`src/rtl/core/square_matrix_multiply_transpose_unit_assert.svh`:
```
// Assertion macros shared by the matrix multiply unit.
`ifndef SQUARE_MATRIX_MULTIPLY_TRANSPOSE_UNIT_ASSERT_SVH
`define SQUARE_MATRIX_MULTIPLY_TRANSPOSE_UNIT_ASSERT_SVH
// Implication checked on every clock edge outside reset.
`define SMM_ASSERT(label, clk, rst, prop, msg) \
   label: assert property (@(posedge clk) disable iff (rst) prop) else $error(msg);
// Implication checked during reset as well.
`define SMM_ASSERT_ALWAYS(label, clk, prop, msg) \
   label: assert property (@(posedge clk) prop) else $error(msg);
`endif

```
`src/rtl/core/smmt_ram.sv`:
```
// ----------------------------------------------------------------------------
// smmt_ram
// Generic single write, single read RAM with registered read data.
// ----------------------------------------------------------------------------
module smmt_ram #(
   parameter int WIDTH = 32,
   parameter int DEPTH = 64
) (
   input  logic                     clock,
   input  logic                     wr_en,
   input  logic [$clog2(DEPTH)-1:0] wr_addr,
   input  logic [WIDTH-1:0]         wr_data,
   input  logic [$clog2(DEPTH)-1:0] rd_addr,
   output logic [WIDTH-1:0]         rd_data
);
   logic [WIDTH-1:0] mem_ff [DEPTH];
   logic [WIDTH-1:0] rd_data_ff;

   always_ff @(posedge clock) begin
      if (wr_en) begin
         mem_ff[wr_addr] <= wr_data;
      end
      rd_data_ff <= mem_ff[rd_addr];
   end
   assign rd_data = rd_data_ff;
endmodule

```
`config.mk`:
```
export PLATFORM = sky130hd
export DESIGN_NAME = smmt_ram
export DESIGN_NICKNAME = d
export VERILOG_FILES = /design/src/rtl/core/square_matrix_multiply_transpose_unit_assert.svh /design/src/rtl/core/smmt_ram.sv
export SDC_FILE = /design/constraint.sdc
export NUM_CORES = 2
export LEC_CHECK = 0
export ABC_AREA = 1
export BUFFER_PORTS_ARGS = -buffer_cell sky130_fd_sc_hd__buf_4
export CAP_MARGIN = 5
export CORE_ASPECT_RATIO = 1.1
export CORE_UTILIZATION = 55
export DETAILED_ROUTE_END_ITERATION = 10
export HOLD_SLACK_MARGIN = 0.03
export PLACE_DENSITY = 0.71
export SETUP_SLACK_MARGIN = 0.3
export SYNTH_ARGS = -nofsm -noshare
export SYNTH_HDL_FRONTEND = slang
export SYNTH_SLANG_ARGS = --single-unit
export TNS_END_PERCENT = 5
```
`constraint.sdc`:
```
create_clock -name clock -period 5.3 [get_ports clock]
set_input_delay 0.53 -clock clock [delete_from_list [all_inputs] [get_ports clock]]
set_output_delay 0.53 -clock clock [all_outputs]
set_load 0.02 [all_outputs]
```
==> metrics.md <==
| Metric | Value |
|---|---|
| Status | `complete, no violations` |
| Initial antenna violation count | `2` |
| Placer congestion estimate | `0.852` |
| Die ar. | `0.152 sq mm` |
| Prevailing post-synth register cell | `edfxtp_1` |
| Final worst-path cycle share | `51.8%` |
| Mapped cell area | `0.0827 sq mm` |
| Global-route wire length before repair | `320 mm` |
| Clk_lat worst skew | `0.83 ns` |
| Final HPWL DP | `113 mm` |
| Max transition margin | `9.77%` |
| Hold crit path type | `in -> reg` |
| Drc violations | `0` |
| Antenna Violating Nets Remaining | `0` |
| Num CTS Buffers | `190` |
| Seq cells post-synth | `2080` |
| Share of the synthesized area in the top cell type | `74.3%` |
| Fmax achieved | `364 MHz` |
| Setup TNS | `0 ns` |
| Max Cap Viol | `0` |
| Via count | `53400` |
| Worst-margin pin slew | `1.35 ns` |
| Syn_area_per_cell | `12.2 sq um` |
| CP Class | `in -> reg` |
| RSZ-0062 raised after global routing | `false` |
| Post-cts resize count | `0` |
| Clock sinks | `2080` |
| Setup Skew | `0.0209 ns` |
| Mapped Cells | `6769` |
| Final number of max-transition violations | `0` |
| Buffer depth of the longest clock path | `3` |
| Postcts setup bufs | `0` |
| Synth top area cells | `edfxtp_1 74%, nand3_1 12%, nand2_1 10%, buf_2 1.7%, dfxtp_1 0.77%` |
| Congestion Overflow GR | `0` |
| Initial DRC Count | `6948` |
| Required time of the critical path | `5.78 ns` |
| Area grow syn2layout | `10.2%` |
| CP Max Fanout | `20` |
| Pre-antenna DRT Iters | `6` |
| CTS tree | `done` |
| Post-synthesis sequential area ratio | `75.1%` |
| Final setup margin | `2.55 ns` |
| Total Wirelength | `216 mm` |
| WL/cell | `24.5 microns` |
| Power per cell area | `370 mW/mm^2` |
| Hold Fails Final Rpt | `0` |
| Cell taking the most area after synthesis | `edfxtp_1` |
| Async SR Flop Fraction | `0%` |
| Endpoints failing setup | `0` |
| Minimum clock period | `2.75 ns` |
| Final Cell Area | `0.0912 sq mm` |
| DP Area | `0.0852 sq mm` |
| CTS Hold Bufs | `0` |
| Largest net degree at the start of global routing | `205` |
| Synth unique cells | `16` |
| Htree depth | `4` |
| Post-synth top cells | `2248 x nand2_1, 2048 x edfxtp_1, 1907 x nand3_1` |
| Clk slew on worst S/H paths | `0.06 ns` |
| Die Y-Extent | `409 microns` |
| Number of global-route vias before repair | `50500` |
| I/O pin total | `78` |
| Net count after synthesis | `6815` |
| Vias per std cell | `6.07` |
| Crit end category | `flip-flop` |
| CTS Root Cell | `clkbuf_16` |
| Max IR drop VDD | `343 uV` |
| Die width | `372 microns` |
| Number of synthesized flops with an enable pin | `2048` |
| Pleak | `31.9 nW` |
| Total GRT Usage | `28.3%` |
| Share of cells above drive strength 1 | `7.64%` |
| Crit path arrival time | `3.22 ns` |
| Core box area | `0.149 sq mm` |
| Most frequent cell after synthesis | `nand2_1` |
| Initial Utilization | `55.6%` |
| Pre-CTS setup slack | `1.76 ns` |
| Worst setup SP type | `input pin` |
| Rows | `148` |
| Yosys warnings | `0` |
| IO buf count | `77` |
| # nets final | `6740` |
-- final cells by class --
cell class	count	area, sq um
tap	1950	2440
multi-input combinational	4228	18800
timing repair buffer	182	1730
antenna	2	5.00
sequential	2080	62100
clock buffer	244	5170
clock inverter	98	845
fill	11100	57500
inverter	12	81.3
-- path summary, 6_finish.rpt --
check / from / to / slack, ns / cells after the start
hold / removal: rd_addr[5] / rd_data[24] / 0.15 / 3
setup / recovery: wr_addr[0] / mem_ff[2][22] / 2.55 / 5
setup reg to reg: mem_ff[55][6] / rd_data[6] / 3.75 / 8
hold reg to reg: mem_ff[40][17] / rd_data[17] / 0.81 / 8
-- through the flow --
| stage | power [W] | hold WS (ns) | util [%] | instances |
|---|---|---|---|---|
| global route | 0.0346 | 0.160 | 61.3 | 8794 |
| floorplan | 0.0197 | 0.629 | - | 6769 |
| finish | 0.0337 | 0.154 | 61.3 | 8796 |
| CTS | 0.0338 | 0.109 | 61.3 | 8794 |
| detailed placement | 0.0207 | 0.797 | 57.3 | 8452 |
| global placement | 0.0206 | 0.795 | 57.3 | 8452 |
-- placed cells by master (no fill, tap or decap) --
cell,instances
nor2_4,56
inv_6,10
buf_4,151
clkbuf_8,11
clkbuf_1,38
dfxtp_1,32
buf_8,3
clkinv_2,39
nand4_1,9
inv_1,7
nand2_1,2248
clkinv_1,32
buf_6,1
clkbuf_16,195
nor4_2,8
bufinv_16,14
inv_16,1
buf_12,27
edfxtp_1,2048
inv_8,2
diode_2,2
clkinvlp_4,4
nand3_1,1907
inv_2,1
-- sequential cells by signal, summed over array words and instances, names as in the netlist --
register,count
rd_data,32
mem_ff,2048
-- cell families after synthesis --
kind of cell	after synthesis	share of synthesized area, %
buf+inv	461	2.78
flops	2080	75.1
simple gates	4228	22.1
-- power breakdown --
part           internal [W]  switching (W)  total (W)
registers            0.0182      0.0000686     0.0183
logic              0.000500        0.00157    0.00207
clock network       0.00754        0.00585     0.0134
-- critical path: stages --
cell	delay, ns
buf_4	0.16
inv_1	0.24
nand4_1	0.87
nor2_4	0.93
buf_4	0.45
-- layer usage --
metal / vias to the layer above / GRT usage [%] / share of wire (%)
met1: 26100 / 39.7 / 39
met2: 2889 / 44.0 / 47
li1: 24000 / - / -
met4: 4 / 11.6 / 3.8
met3: 434 / 5.08 / 10
met5: - / 0 / 0.0084
Note: power is estimated with default switching activity, not from simulation.
