**config.mk**
```make
export PLATFORM = sky130hd
export DESIGN_NAME = smmt_front
export DESIGN_NICKNAME = d
export VERILOG_FILES = /design/src/rtl/core/smmt_pkg.sv /design/src/rtl/core/smmt_front.sv
export VERILOG_INCLUDE_DIRS = /design/src /design/src/rtl/core
export SDC_FILE = /design/constraint.sdc
export NUM_CORES = 1
export LEC_CHECK = 0
export ABC_CLOCK_PERIOD_IN_PS = 1550
export BUFFER_PORTS_ARGS = -buffer_cell sky130_fd_sc_hd__buf_4
export CORE_MARGIN = 2
export CORE_UTILIZATION = 35
export DETAILED_ROUTE_END_ITERATION = 7
export GPL_TIMING_DRIVEN = 1
export HOLD_SLACK_MARGIN = 0.1
export PLACE_DENSITY = 0.81
export SYNTH_ARGS = -nofsm -noshare
export SYNTH_HDL_FRONTEND = slang
export SYNTH_SLANG_ARGS = --single-unit
```
**constraint.sdc**
```tcl
create_clock -name clock -period 1.55 [get_ports clock]
set_input_delay 0.31 -clock clock [delete_from_list [all_inputs] [get_ports clock]]
set_output_delay 0.31 -clock clock [all_outputs]
set_load 0.02 [all_outputs]
```
**src/rtl/core/square_matrix_multiply_transpose_unit_assert.svh**
```systemverilog
// Assertion macros shared by the matrix multiply unit.
`ifndef SQUARE_MATRIX_MULTIPLY_TRANSPOSE_UNIT_ASSERT_SVH
`define SQUARE_MATRIX_MULTIPLY_TRANSPOSE_UNIT_ASSERT_SVH
// Implication checked on every clock edge outside reset.
`define SMM_ASSERT(label, clk, rst, prop, msg) \
   label: assert property (@(posedge clk) disable iff (rst) prop) else $error(msg);
// Implication checked during reset as well.
`define SMM_ASSERT_ALWAYS(label, clk, prop, msg) \
   label: assert property (@(posedge clk) prop) else $error(msg);
`endif

```
**src/rtl/core/smmt_pkg.sv**
```systemverilog
// ----------------------------------------------------------------------------
// smmt_pkg
// Types and constants of the matrix multiply unit.
// ----------------------------------------------------------------------------
package smmt_pkg;
   localparam int MAX_DIM = 8;
   localparam int IDX_W = 3;
   localparam int ADDR_W = 6;
   localparam int DEPTH = MAX_DIM * MAX_DIM;
   localparam int CSR_IDX_W = 2;
   localparam int ACC_W = 72;

   localparam logic [1:0] OP_LOAD_A = 2'd0;
   localparam logic [1:0] OP_LOAD_B = 2'd1;
   localparam logic [1:0] OP_COMPUTE = 2'd2;

   localparam logic [CSR_IDX_W-1:0] CSR_MATRIX_SIZE = 2'd0;
   localparam logic [CSR_IDX_W-1:0] CSR_TRANSPOSE_A = 2'd1;
   localparam logic [CSR_IDX_W-1:0] CSR_TRANSPOSE_B = 2'd2;

   localparam int QUEUE_DEPTH = 2;

   typedef struct packed {
      logic [IDX_W-1:0] last_idx;
      logic             trans_a;
      logic             trans_b;
   } job_type;
endpackage

```
**src/rtl/core/smmt_front.sv**
```systemverilog
// ----------------------------------------------------------------------------
// smmt_front
// Accepts requests, writes loads to the stores and queues compute jobs.
// ----------------------------------------------------------------------------
module smmt_front (
   input  logic                      clock,
   input  logic                      reset,
   input  logic                      req_valid,
   output logic                      req_stall,
   input  logic [1:0]                req_operation,
   input  logic [smmt_pkg::IDX_W-1:0] req_row,
   input  logic [smmt_pkg::IDX_W-1:0] req_col,
   input  logic signed [31:0]        req_value,
   input  logic                      csr_write,
   input  logic [smmt_pkg::CSR_IDX_W-1:0] csr_index,
   input  logic [3:0]                csr_data,
   output logic                      wr_a,
   output logic                      wr_b,
   output logic [smmt_pkg::ADDR_W-1:0] wr_addr,
   output logic [31:0]               wr_data,
   output logic                      job_valid,
   output smmt_pkg::job_type         job,
   input  logic                      job_take,
   input  logic                      back_busy
);
   import smmt_pkg::*;
   `include "square_matrix_multiply_transpose_unit_assert.svh"

   logic [3:0] size_ff;
   logic       ta_ff, tb_ff;
   job_type    q_ff [QUEUE_DEPTH];
   logic [1:0] cnt_ff, cnt_in;
   logic       rd_ff, wp_ff;
   logic       accept, push, load_op;
   job_type    new_job;

   // A load waits until every earlier compute has finished reading the stores.
   assign load_op = (req_operation == OP_LOAD_A) || (req_operation == OP_LOAD_B);
   assign req_stall = (cnt_ff == 2'(QUEUE_DEPTH)) || (load_op && (job_valid || back_busy));
   assign accept = req_valid && !req_stall;
   assign push = accept && (req_operation == OP_COMPUTE);
   assign wr_a = accept && (req_operation == OP_LOAD_A);
   assign wr_b = accept && (req_operation == OP_LOAD_B);
   assign wr_addr = {req_row, req_col};
   assign wr_data = req_value;

   always_comb begin
      new_job.trans_a = ta_ff;
      new_job.trans_b = tb_ff;
      if (size_ff == 4'd0) begin
         new_job.last_idx = '0;
      end else if (size_ff > 4'(MAX_DIM)) begin
         new_job.last_idx = IDX_W'(MAX_DIM - 1);
      end else begin
         new_job.last_idx = IDX_W'(size_ff - 4'd1);
      end
   end

   assign job_valid = (cnt_ff != 2'd0);
   assign job = q_ff[rd_ff];
   assign cnt_in = cnt_ff + 2'(push) - 2'(job_take && job_valid);

   always_ff @(posedge clock) begin
      if (reset) begin
         size_ff <= 4'd8;
         ta_ff <= 1'b0;
         tb_ff <= 1'b0;
         cnt_ff <= '0;
         rd_ff <= 1'b0;
         wp_ff <= 1'b0;
      end else begin
         if (csr_write) begin
            unique case (csr_index)
               CSR_MATRIX_SIZE: size_ff <= csr_data;
               CSR_TRANSPOSE_A: ta_ff <= csr_data[0];
               CSR_TRANSPOSE_B: tb_ff <= csr_data[0];
               default: ;
            endcase
         end
         if (push) begin
            q_ff[wp_ff] <= new_job;
            wp_ff <= !wp_ff;
         end
         if (job_take && job_valid) begin
            rd_ff <= !rd_ff;
         end
         cnt_ff <= cnt_in;
      end
   end

   `SMM_ASSERT(a_no_overflow, clock, reset, push |-> cnt_ff < 2'(QUEUE_DEPTH), "queue overflow")
   `SMM_ASSERT(a_count_range, clock, reset, cnt_ff <= 2'(QUEUE_DEPTH), "queue count out of range")
   `SMM_ASSERT(a_excl_write, clock, reset, !(wr_a && wr_b) && !((wr_a || wr_b) && push), "bad classify")
   `SMM_ASSERT(a_load_order, clock, reset, (wr_a || wr_b) |-> !job_valid && !back_busy, "load passed a compute")
endmodule

```
==> metrics.yaml <==
status:
  outcome: "finished with violations"
  violations: "negative setup slack"
cells_and_area:
  area_growth_pct: 9.93
  fillers: 313
  layout.cells.non_filler: 158
  num_antenna_cells: 0
  drive_gt1_share_pct: 49.1
  nNetsFinal: 168
  design_area_um2: 1340
run:
  maxCapViolCount: 0
timing:
  setup_ws_ps: -98.1
  hold_violations: 0
  rsz0062_at_grt: "yes"
  slew_headroom_pct: 79.3
  finalCritPeriodShare_pct: 106
  setup-violations-final: 3
  worst_slew_pin_slew_ps: 310
  slew_viol_final: 0
  fmax_mhz: 607
  finalClockSkew_ps: 6.85
  period_needed_ps: 1650
global_route:
  grt_antenna_before_repair: 0
  grt_remaining_overflow: 0
  grt_use_total_pct: 12.8
  first_global_vias: 709
  grt_max_degree: 15
  grt_pass1_wl_mm: 3.97
synthesis:
  synth_area_per_cell_um2: 10.5
  async_reset_ff_share_pct: 0
  yosysSeqAreaShare_pct: 42.6
  synth.net_count: 171
  yosysWarnings: 0
  synth_edf_count: 10
  synthCells: 116
  synth_cell_types: 26
  syn_area_um2: 1220
  synth-main-ff-cell: "dfxtp_1"
  yosys_register_bits: 21
route:
  wirelength_mm: 2.64
  dr_wl_met2_mm: 1.45
  dr.pass1.iters: 3
  routed.top_layer: "met4"
  dr_wl_met3_um: 361
  drtIter0Drc: 8
  viasPerCell: 4.50
  vias: 711
  wl_per_cell_um: 16.7
  wl_met1_um: 799
  route.detailed.drc: 0
  final_antenna_net_count: 0
clocking:
  cts_tree: "built"
  ctsRootBufferMaster: "clkbuf_4"
  clkTransAtPathRegs_ps: 110
  cts_made_buffers: 3
  cts_buffer_depth: 2
  clkLatencyLatePin_ps: 290
  cts_hold_buf: 0
  htreeDepth: 1
  cts_sinks: 21
place:
  dp.cells: 151
  post-dp-hpwl_mm: 2.10
  placed_area_um2: 1220
  gp_routability_congestion: 0.827
  port_buffers: 22
worst_setup_path:
  arrival_ps: 1840
  cp-start-kind: "flop"
  worst_path_max_delay_cell: "dfxtp_2"
  path_cells: "buf_4, nand2b_4, nand4b_4, ha_4, inv_1, ha_1, xor2_1, and2_1, nor3_2"
  critical_path_required_ps: 1740
  worst-path-max-fanout: 3
  reg2reg_depth: 9
  slowest_delay_ps: 350
  endpoint_kind: "flop"
  crit_type: "reg -> reg"
min_path:
  min_path_cells: 2
  hold_path_class: "in -> reg"
floorplanning:
  chipHeight_um: 63.1
  die_area_um2: 3980
  core_area_um2: 3340
  start_util_pct: 36.6
  die_x_um: 63.1
  rows: 21
  ios: 99
power:
  p_per_area_nw_per_um2: 1210
  leakage_nw: 0.575
  irDropWorstVdd_v: 0.000450
sequential cells by signal, summed over array words and instances (netlist names), named ones only:
name and count:
ta_ff 1, size_ff 4, cnt_ff 2, wp_ff 1
rd_ff 1, tb_ff 1, q_ff 10
metal layers:
layer / vias up / GRT usage [%]
li1: 340 / -
met4: 0 / 5.28
met3: 4 / 6.61
met2: 48 / 23.9
met1: 319 / 11.4
met5: - / 0
worst paths after layout:
kind | endpoint | start | slack (ps)
hold reg to reg | q_ff[0][1]$_DFFE_PP_ | ta_ff$_SDFFE_PP0P_ | 490
setup / recovery | cnt_ff[1]$_SDFF_PP0_ | cnt_ff[1]$_SDFF_PP0_ | -100
hold / removal | size_ff[3]$_SDFFE_PP1P_ | csr_data[3] | 210
setup reg to reg | cnt_ff[1]$_SDFF_PP0_ | cnt_ff[1]$_SDFF_PP0_ | -100
cells by family (layout without fill, tap and decap cells):
| kind of cell | Yosys count | in the layout | synth area share (%) |
|---|---|---|---|
| xor+xnor | 2 | 2 | 1.43 |
| simple gates | 27 | 27 | 13.4 |
| fa+ha+maj | 5 | 5 | 4.71 |
| flops | 21 | 21 | 42.6 |
| buf+inv | 46 | 42 | 25.8 |
| compound gates | 4 | 4 | 2.15 |
| mux | 11 | 11 | 9.93 |
synth_stat cells, drive strengths merged, types with 2 or more instances:
| cell type | n | area [µm²] |
|---|---|---|
| inv | 7 | 26.3 |
| xor2 | 2 | 17.5 |
| nor2b | 3 | 18.8 |
| nor3b | 2 | 26.3 |
| edfxtp | 10 | 300 |
| mux2 | 6 | 71.3 |
| buf | 38 | 285 |
| maj3 | 2 | 20.0 |
| nand3b | 2 | 15.0 |
| o21ai | 2 | 10.0 |
| ha | 3 | 37.5 |
| mux2i | 5 | 50.1 |
| dfxtp | 11 | 220 |
| nor3 | 2 | 10.0 |
| nor2 | 11 | 41.3 |
| nand2b | 2 | 12.5 |
final cells by class:
| type | count | area [µm²] | share of cell area (%) |
|---|---|---|---|
| sequential | 21 | 529 | 39.4 |
| multi-input combinational | 49 | 467 | 34.7 |
| timing repair buffer | 31 | 236 | 17.6 |
| tap | 46 | 57.6 | 4.28 |
| inverter | 7 | 26.3 | 1.96 |
| clock buffer | 3 | 22.5 | 1.68 |
| clock inverter | 1 | 5.00 | 0.372 |
report_power, final:
part	internal [W]	total, W	switching (W)
Combinational	0.000346	0.000668	0.000322
Sequential	0.000653	0.000709	0.0000568
Clock	0.0000959	0.000250	0.000154
Total	0.00109	0.00163	0.000533
timing repair:
item | CTS | global route
resized for setup | 11 | 7
setup buffers | 3 | 0
endpoints found under the setup margin | 8 | 20
pin swaps | 7 | 2
metrics by stage:
stage	setup slack (ps)	power [W]	util [%]	hold WS, ps	setup TNS, ps
floorplan	-33.5	0.00115	-	374	-33.5
CTS	-117	0.00159	39.6	209	-248
finish	-98.1	0.00163	40.3	214	-220
global placement	-30.4	0.00121	36.4	465	-30.4
global route	-161	0.00172	40.3	197	-541
detailed placement	-133	0.00124	36.4	469	-133
placed cells by master, fill, tap and decap left out, types with 2 or more instances in the layout:
cell / netlist / final
mux2_2: 5 / 5
edfxtp_1: 10 / 10
clkbuf_4: 0 / 3
o21ai_1: 0 / 2
buf_4: 38 / 30
nor2b_1: 3 / 3
dfxtp_1: 11 / 8
nand3b_1: 2 / 2
nor3_2: 0 / 2
nor2_1: 11 / 10
mux2i_1: 5 / 5
maj3_1: 2 / 2
xor2_1: 2 / 2
dfxtp_4: 0 / 2
ha_1: 3 / 2
inv_1: 7 / 7
worst max-delay path, delay by kind of cell (launching register included):
kind / cells / cell delay, ps
XOR/XNOR: 1 / 170
adder cells (fa/ha/maj): 2 / 450
buffers and inverters: 2 / 180
flip-flops: 1 / 350
AND/OR/NAND/NOR: 4 / 400
Power figures use the tool's default switching activity.
