**src/rtl/core/square_matrix_multiply_transpose_unit_assert.svh**
```systemverilog
// Assertion macros shared by the matrix multiply unit.
`ifndef SQUARE_MATRIX_MULTIPLY_TRANSPOSE_UNIT_ASSERT_SVH
`define SQUARE_MATRIX_MULTIPLY_TRANSPOSE_UNIT_ASSERT_SVH
// Implication checked on every clock edge outside reset.
`define SMM_ASSERT(label, clk, rst, prop, msg) \
   label: assert property (@(posedge clk) disable iff (rst) prop) else $error(msg);
// Implication checked during reset as well.
`define SMM_ASSERT_ALWAYS(label, clk, prop, msg) \
   label: assert property (@(posedge clk) prop) else $error(msg);
`endif

```
**src/rtl/core/smmt_pkg.sv**
```systemverilog
// ----------------------------------------------------------------------------
// smmt_pkg
// Types and constants of the matrix multiply unit.
// ----------------------------------------------------------------------------
package smmt_pkg;
   localparam int MAX_DIM = 8;
   localparam int IDX_W = 3;
   localparam int ADDR_W = 6;
   localparam int DEPTH = MAX_DIM * MAX_DIM;
   localparam int CSR_IDX_W = 2;
   localparam int ACC_W = 72;

   localparam logic [1:0] OP_LOAD_A = 2'd0;
   localparam logic [1:0] OP_LOAD_B = 2'd1;
   localparam logic [1:0] OP_COMPUTE = 2'd2;

   localparam logic [CSR_IDX_W-1:0] CSR_MATRIX_SIZE = 2'd0;
   localparam logic [CSR_IDX_W-1:0] CSR_TRANSPOSE_A = 2'd1;
   localparam logic [CSR_IDX_W-1:0] CSR_TRANSPOSE_B = 2'd2;

   localparam int QUEUE_DEPTH = 2;

   typedef struct packed {
      logic [IDX_W-1:0] last_idx;
      logic             trans_a;
      logic             trans_b;
   } job_type;
endpackage

```
**src/rtl/core/smmt_back.sv**
```systemverilog
// ----------------------------------------------------------------------------
// smmt_back
// Runs a compute job: one multiply-accumulate per cycle over the stores in run state.
// ----------------------------------------------------------------------------
module smmt_back (
   input  logic                      clock,
   input  logic                      reset,
   input  logic                      job_valid,
   input  smmt_pkg::job_type         job,
   output logic                      job_take,
   output logic                      back_busy,
   output logic [smmt_pkg::ADDR_W-1:0] rd_addr_a,
   output logic [smmt_pkg::ADDR_W-1:0] rd_addr_b,
   input  logic [31:0]               rd_data_a,
   input  logic [31:0]               rd_data_b,
   output logic                      rsp_valid,
   input  logic                      rsp_stall,
   output logic [smmt_pkg::IDX_W-1:0] rsp_out_row,
   output logic [smmt_pkg::IDX_W-1:0] rsp_out_col,
   output logic signed [31:0]        rsp_out_value,
   output logic                      rsp_saturated,
   output logic                      rsp_last
);
   import smmt_pkg::*;
   `include "square_matrix_multiply_transpose_unit_assert.svh"

   typedef enum logic [1:0] {S_IDLE, S_RUN, S_DRAIN, S_OUT} state_type;
   state_type state_ff;

   job_type          job_ff;
   logic [IDX_W-1:0] i_ff, j_ff, k_ff;
   // Pipeline flags: v1/v2 valid for read issued and product formed, e1/e2 mark the last k.
   logic             v1_ff, v2_ff, e1_ff, e2_ff;
   logic signed [63:0] prod_ff;
   logic signed [ACC_W-1:0] acc_ff;
   logic             rv_ff;
   logic [IDX_W-1:0] orow_ff, ocol_ff;
   logic signed [31:0] oval_ff;
   logic             osat_ff, olast_ff;
   logic [IDX_W-1:0] ia, ka, kb, jb;
   logic signed [ACC_W-1:0] acc_sum, shifted;
   logic             issue, last_k;

   assign ia = i_ff;
   assign ka = k_ff;
   assign kb = k_ff;
   assign jb = j_ff;
   assign rd_addr_a = job_ff.trans_a ? {ka, ia} : {ia, ka};
   assign rd_addr_b = job_ff.trans_b ? {jb, kb} : {kb, jb};
   assign issue = (state_ff == S_RUN);
   assign last_k = (k_ff == job_ff.last_idx);
   assign job_take = (state_ff == S_IDLE);
   assign back_busy = (state_ff != S_IDLE);
   assign acc_sum = acc_ff + ACC_W'(prod_ff);
   assign shifted = acc_sum >>> 16;

   always_ff @(posedge clock) begin
      if (reset) begin
         state_ff <= S_IDLE;
         v1_ff <= 1'b0;
         v2_ff <= 1'b0;
         rv_ff <= 1'b0;
         acc_ff <= '0;
      end else begin
         v1_ff <= issue;
         e1_ff <= issue && last_k;
         v2_ff <= v1_ff;
         e2_ff <= e1_ff;
         if (v1_ff) prod_ff <= $signed(rd_data_a) * $signed(rd_data_b);
         if (v2_ff) acc_ff <= e2_ff ? '0 : acc_sum;
         if (rv_ff && !rsp_stall) rv_ff <= 1'b0;
         unique case (state_ff)
            S_IDLE: begin
               if (job_valid) begin
                  job_ff <= job;
                  i_ff <= '0;
                  j_ff <= '0;
                  k_ff <= '0;
                  state_ff <= S_RUN;
               end
            end
            S_RUN: begin
               if (last_k) begin
                  k_ff <= '0;
                  state_ff <= S_DRAIN;
               end else begin
                  k_ff <= k_ff + IDX_W'(1);
               end
            end
            S_DRAIN: begin
               if (v2_ff && e2_ff) begin
                  if (shifted > 72'sd2147483647) begin
                     oval_ff <= 32'sh7FFFFFFF;
                     osat_ff <= 1'b1;
                  end else if (shifted < -72'sd2147483648) begin
                     oval_ff <= 32'sh80000000;
                     osat_ff <= 1'b1;
                  end else begin
                     oval_ff <= shifted[31:0];
                     osat_ff <= 1'b0;
                  end
                  orow_ff <= i_ff;
                  ocol_ff <= j_ff;
                  olast_ff <= (i_ff == job_ff.last_idx) && (j_ff == job_ff.last_idx);
                  rv_ff <= 1'b1;
                  state_ff <= S_OUT;
               end
            end
            S_OUT: begin
               if (!rsp_stall) begin
                  if (olast_ff) begin
                     state_ff <= S_IDLE;
                  end else begin
                     if (j_ff == job_ff.last_idx) begin
                        j_ff <= '0;
                        i_ff <= i_ff + IDX_W'(1);
                     end else begin
                        j_ff <= j_ff + IDX_W'(1);
                     end
                     state_ff <= S_RUN;
                  end
               end
            end
            default: state_ff <= S_IDLE;
         endcase
      end
   end

   assign rsp_valid = rv_ff;
   assign rsp_out_row = orow_ff;
   assign rsp_out_col = ocol_ff;
   assign rsp_out_value = oval_ff;
   assign rsp_saturated = osat_ff;
   assign rsp_last = olast_ff;

   `SMM_ASSERT(a_out_state, clock, reset, rsp_valid |-> state_ff == S_OUT, "result outside output state")
   `SMM_ASSERT(a_hold, clock, reset, (rsp_valid && rsp_stall) |=> rsp_valid && $stable(rsp_out_value), "stalled result changed")
   `SMM_ASSERT(a_take_idle, clock, reset, job_take |-> !rsp_valid, "job taken while result pending")
endmodule
```
**config.mk**
```make
export PLATFORM = sky130hd
export DESIGN_NAME = smmt_back
export DESIGN_NICKNAME = d
export VERILOG_FILES = /design/src/rtl/core/smmt_pkg.sv /design/src/rtl/core/smmt_back.sv
export VERILOG_INCLUDE_DIRS = /design/src /design/src/rtl/core
export SDC_FILE = /design/constraint.sdc
export NUM_CORES = 2
export LEC_CHECK = 0
export BUFFER_PORTS_ARGS = -buffer_cell sky130_fd_sc_hd__buf_2
export CORE_MARGIN = 3
export CORE_UTILIZATION = 70
export CTS_CLUSTER_DIAMETER = 80
export DETAILED_ROUTE_END_ITERATION = 12
export PLACE_DENSITY = 0.95
export SLEW_MARGIN = 40
export SYNTH_ARGS = -nofsm -noshare
export SYNTH_HDL_FRONTEND = slang
export SYNTH_SLANG_ARGS = --single-unit
```
**constraint.sdc**
```tcl
create_clock -name clock -period 24.4 [get_ports clock]
set_clock_uncertainty 0.05 [all_clocks]
set_input_delay 4.88 -clock clock [delete_from_list [all_inputs] [get_ports clock]]
set_output_delay 4.88 -clock clock [all_outputs]
set_load 0.01 [all_outputs]
```
==> results.md <==
• **fraction of final layout cells sized beyond drive strength 1** 4.56%
• **cell type with the highest occurrence count on the critical path** sky130_fd_sc_hd__fa_1
• **routed wire length per instance** 22.3 µm
• **number of I/O pins** 128
• **area of the mapped netlist** 0.0479 mm²
• **most common cell after layout, fill and taps aside** sky130_fd_sc_hd__fa_1
• **clock tree root driver cell** sky130_fd_sc_hd__clkbuf_16
• **Hold Crit Endpoint** e2_ff
• **class of the tightest hold or removal check** reg -> reg
• **reg-to-reg slack, setup** 19.10 ns
• **Slew Limit Headroom** 38.3%
• **number of detailed-route iterations in the first pass** 8
• **main combinational cell family by area after synthesis** adder cells
• **die outline width** 268 µm
• **area occupied by multi-input gates** 0.0378 mm²
• **most used flip-flop cell after synthesis** sky130_fd_sc_hd__edfxtp_1
• **outcome** complete, no violations
• **fin. max-slew vios** 0
• **number of buffers added for setup after CTS** 0
• **number of cells on the worst hold path** 0
• **GR Overflow Total** 0
• **largest net degree at the start of global routing** 82
• **number of hold violations in the final report** 0
• **number of buffers created by CTS** 17
• **critical-path maximum fanout** 32
• **kind of end point of the critical path** register
• **transition time at the pin with the least slew margin** 0.926 ns
• **clock network latency to the later pin of the worst-skew pair** 0.46 ns
• **count of input and output buffers** 127
• **Finish-stage setup viols** 0
• **delay of the slowest cell on the worst path** 0.92 ns
• **CP Data Required Time** 24.55 ns
• **net count after synthesis** 6509
• **DRC** 0
• **nets** 6402
• **final weighted congestion in routability-driven placement** 1.02
• **synthesized-area fraction occupied by adder cells** 52.1%
• **Die Area** 0.0716 mm²
• **element type at the critical path start** primary input
• **R2R Path Start** prod_ff[0]
• **number of H-tree levels** 4
• **highest achievable clock rate** 0.0739 GHz
• **final HPWL from detailed placement** 102000 µm
• **total of max-cap violations** 0
• **final wirelength** 131000 µm
• **iteration-0 DRC count of the detailed router** 3620
• **proportion of synthesized area in mux cells** 0.455%
• **FF+latch area** 0.00514 mm²
• **number of enable flip-flop cells after synthesis** 120
• **register clock-pin slew on the reported worst setup and hold paths** 0.08 ns
• **number of fill cells in the layout** 4302
• **number of antenna violations at the first check in global routing** 5
• **Arrival @ worst endpoint** 13.69 ns
• **total number of vias** 36800
• **setup tns final** 0 ns
• **sequential cell area fraction in the yosys report** 10.7%
• **most frequent cells in the layout** sky130_fd_sc_hd__fa_1, sky130_fd_sc_hd__inv_1, sky130_fd_sc_hd__nand2_1, sky130_fd_sc_hd__and2_1, sky130_fd_sc_hd__ha_1
• **compound-gate portion of the synthesized area** 7.94%
• **initial cell density of the core** 70.9%
• **CP bufs+invs** 6
• **Total GRT Usage** 38.2%
• **worst flop-to-flop path endpoint** rsp_out_value[17]
• **Post-Synth Simple-Gate Area** 15.9%
• **unrepaired setup endpoints after global routing** no
• **number of rows created at floorplan** 95
• **Synth-to-Final Area Change** 3.06%
• **number of instances resized during post-cts repair** 0
• **Post-Syn Instances** 5091
• **number of warnings issued by yosys** 0
• **ANT nets after route** 0
• **Critical Path Slowest Stage Cell** sky130_fd_sc_hd__fa_1
• **mean number of vias per cell** 6.26
• **average cell area after synthesis** 9.40 µm²
• **cts hold-fix bufs** 0
• **post-synth cell types** 80
• **xor and xnor fraction of the mapped netlist area** 2.58%
• **number of storage elements in the synthesis netlist** 197
• **global-route wire length before repair** 212000 µm
• **category of the critical setup timing path** in -> reg
• **clock buffer depth** 2
• **r2r worst-path depth** 14
• **Post-synth ARST share** 0%
• **origin of the worst min-delay path** e1_ff
• **crit share post-route** 55.5%
• **Placeable Area** 0.0675 mm²
• **overall die height** 268 µm
• **number of global-route vias before repair** 41200
• **Sinks on Clock Net** 197
• **Final min period** 13.54 ns
• **crit-path leading delay family** adder cells
• **clock tree from TritonCTS** done
[per-layer routing]
layer | vias up | GRT usage [%] | part of all wire, %
met5 | - | 0 | 0.021
met3 | 795 | 11.8 | 13
li1 | 15300 | - | -
met1 | 18000 | 46.2 | 34
met2 | 2706 | 60.9 | 46
met4 | 4 | 22.3 | 6.4
[how the worst max path moves through the flow]
stage | startpoint | endpoint | depth (start not counted)
2_1_floorplan | rd_data_a[31] | prod_ff[62] | 25
3_5_place_dp | rd_data_b[5] | prod_ff[62] | 26
6_report | rd_data_b[5] | prod_ff[62] | 26
4_1_cts | rd_data_b[5] | prod_ff[62] | 26
3_3_place_gp | rd_data_b[5] | prod_ff[62] | 24
5_1_grt | rd_data_b[5] | prod_ff[62] | 26
[state kept, by name, indices dropped and copies added, names as in the netlist, 2 cells and up]
register and count:
k_ff 3, rsp_out_col 3, rsp_out_row 3, j_ff 3, state_ff 2, job_ff 5, prod_ff 64, acc_ff 72
rsp_out_value 32, i_ff 3
[worst reg2reg max path: stages, from the launching register on]
cell and delay (ns):
sky130_fd_sc_hd__edfxtp_1 0.38, sky130_fd_sc_hd__ha_1 0.24, sky130_fd_sc_hd__fa_1 0.42, sky130_fd_sc_hd__a21o_1 0.24, sky130_fd_sc_hd__a22o_2 0.24, sky130_fd_sc_hd__o31ai_1 0.48, sky130_fd_sc_hd__o211ai_1 0.29, sky130_fd_sc_hd__a31o_2 0.35
sky130_fd_sc_hd__a211o_1 0.33, sky130_fd_sc_hd__a21boi_0 0.39, sky130_fd_sc_hd__o21ai_0 0.20, sky130_fd_sc_hd__xor2_1 0.21, sky130_fd_sc_hd__nor4b_1 0.37, sky130_fd_sc_hd__a41o_2 0.56, sky130_fd_sc_hd__a21bo_1 0.30
[Yosys cell counts (8+ instances only)]
master                     instances  share of area [%]
sky130_fd_sc_hd__nand2_1         622                4.9
sky130_fd_sc_hd__o21a_1           12               0.19
sky130_fd_sc_hd__nor2b_1          39               0.51
sky130_fd_sc_hd__ha_1            262                6.8
sky130_fd_sc_hd__and2_1          519                6.8
sky130_fd_sc_hd__edfxtp_1        120                7.5
sky130_fd_sc_hd__o211ai_1          9               0.14
sky130_fd_sc_hd__fa_1           1083                 45
sky130_fd_sc_hd__a21o_1           71                1.1
sky130_fd_sc_hd__and3_1           22               0.29
sky130_fd_sc_hd__inv_1          1032                8.1
sky130_fd_sc_hd__or3_1             9               0.12
sky130_fd_sc_hd__nand2b_1         26               0.34
sky130_fd_sc_hd__clkbuf_1        251                2.0
sky130_fd_sc_hd__a31oi_1          14               0.18
sky130_fd_sc_hd__o21ai_0          80               0.84
sky130_fd_sc_hd__a22oi_1          62               0.97
sky130_fd_sc_hd__a21bo_1          29               0.61
sky130_fd_sc_hd__a21oi_1         170                1.8
sky130_fd_sc_hd__o31ai_1           8               0.13
sky130_fd_sc_hd__mux2_2           14               0.33
sky130_fd_sc_hd__a211oi_1         18               0.28
sky130_fd_sc_hd__xor2_1           55                1.0
sky130_fd_sc_hd__nand3_1          32               0.33
sky130_fd_sc_hd__nor4_1           10               0.13
sky130_fd_sc_hd__o21bai_1         21               0.33
sky130_fd_sc_hd__nor2_1          160                1.3
sky130_fd_sc_hd__xnor2_1          86                1.6
sky130_fd_sc_hd__nand4_1          38               0.50
sky130_fd_sc_hd__nor3_1           18               0.19
sky130_fd_sc_hd__dfxtp_1          77                3.2
[through the flow]
| stage | utilization [%] | area (µm²) | hold WS [ns] | setup slack, ns | std cells |
|---|---|---|---|---|---|
| detailed placement | 72.1 | 48600 | 0.370 | 10.59 | 5837 |
| finish | 73.1 | 49300 | 0.399 | 10.86 | 5875 |
| global route | 73.1 | 49300 | 0.397 | 10.49 | 5872 |
| floorplan | - | 47900 | 0.350 | 11.97 | 5091 |
| global placement | 72.0 | 48600 | 0.357 | 11.01 | 5837 |
| CTS | 73.0 | 49300 | 0.396 | 11.04 | 5869 |
[layout make-up]
class | instances | share of cell area (%)
Multi-Input combinational cell | 3598 | 76.7
Sequential cell | 197 | 10.4
Inverter | 1033 | 7.86
Tap cell | 873 | 2.21
Timing Repair Buffer | 137 | 1.54
Clock buffer | 17 | 0.862
Clock inverter | 15 | 0.365
Antenna cell | 5 | 0.0254
[kinds of logic after synthesis]
kind of cell               count (synthesis)
muxes                                     20
and+or+nand+nor                         1526
AOI/OAI and AO/OA                        566
xor gates and xnor gates                 141
DFF                                      197
adders and majority gates               1345
buffers and inverters                   1296
Power is left out: the tool's default activity adds up to more than one toggle a clock period on the data nets, which glitch-free logic cannot reach.
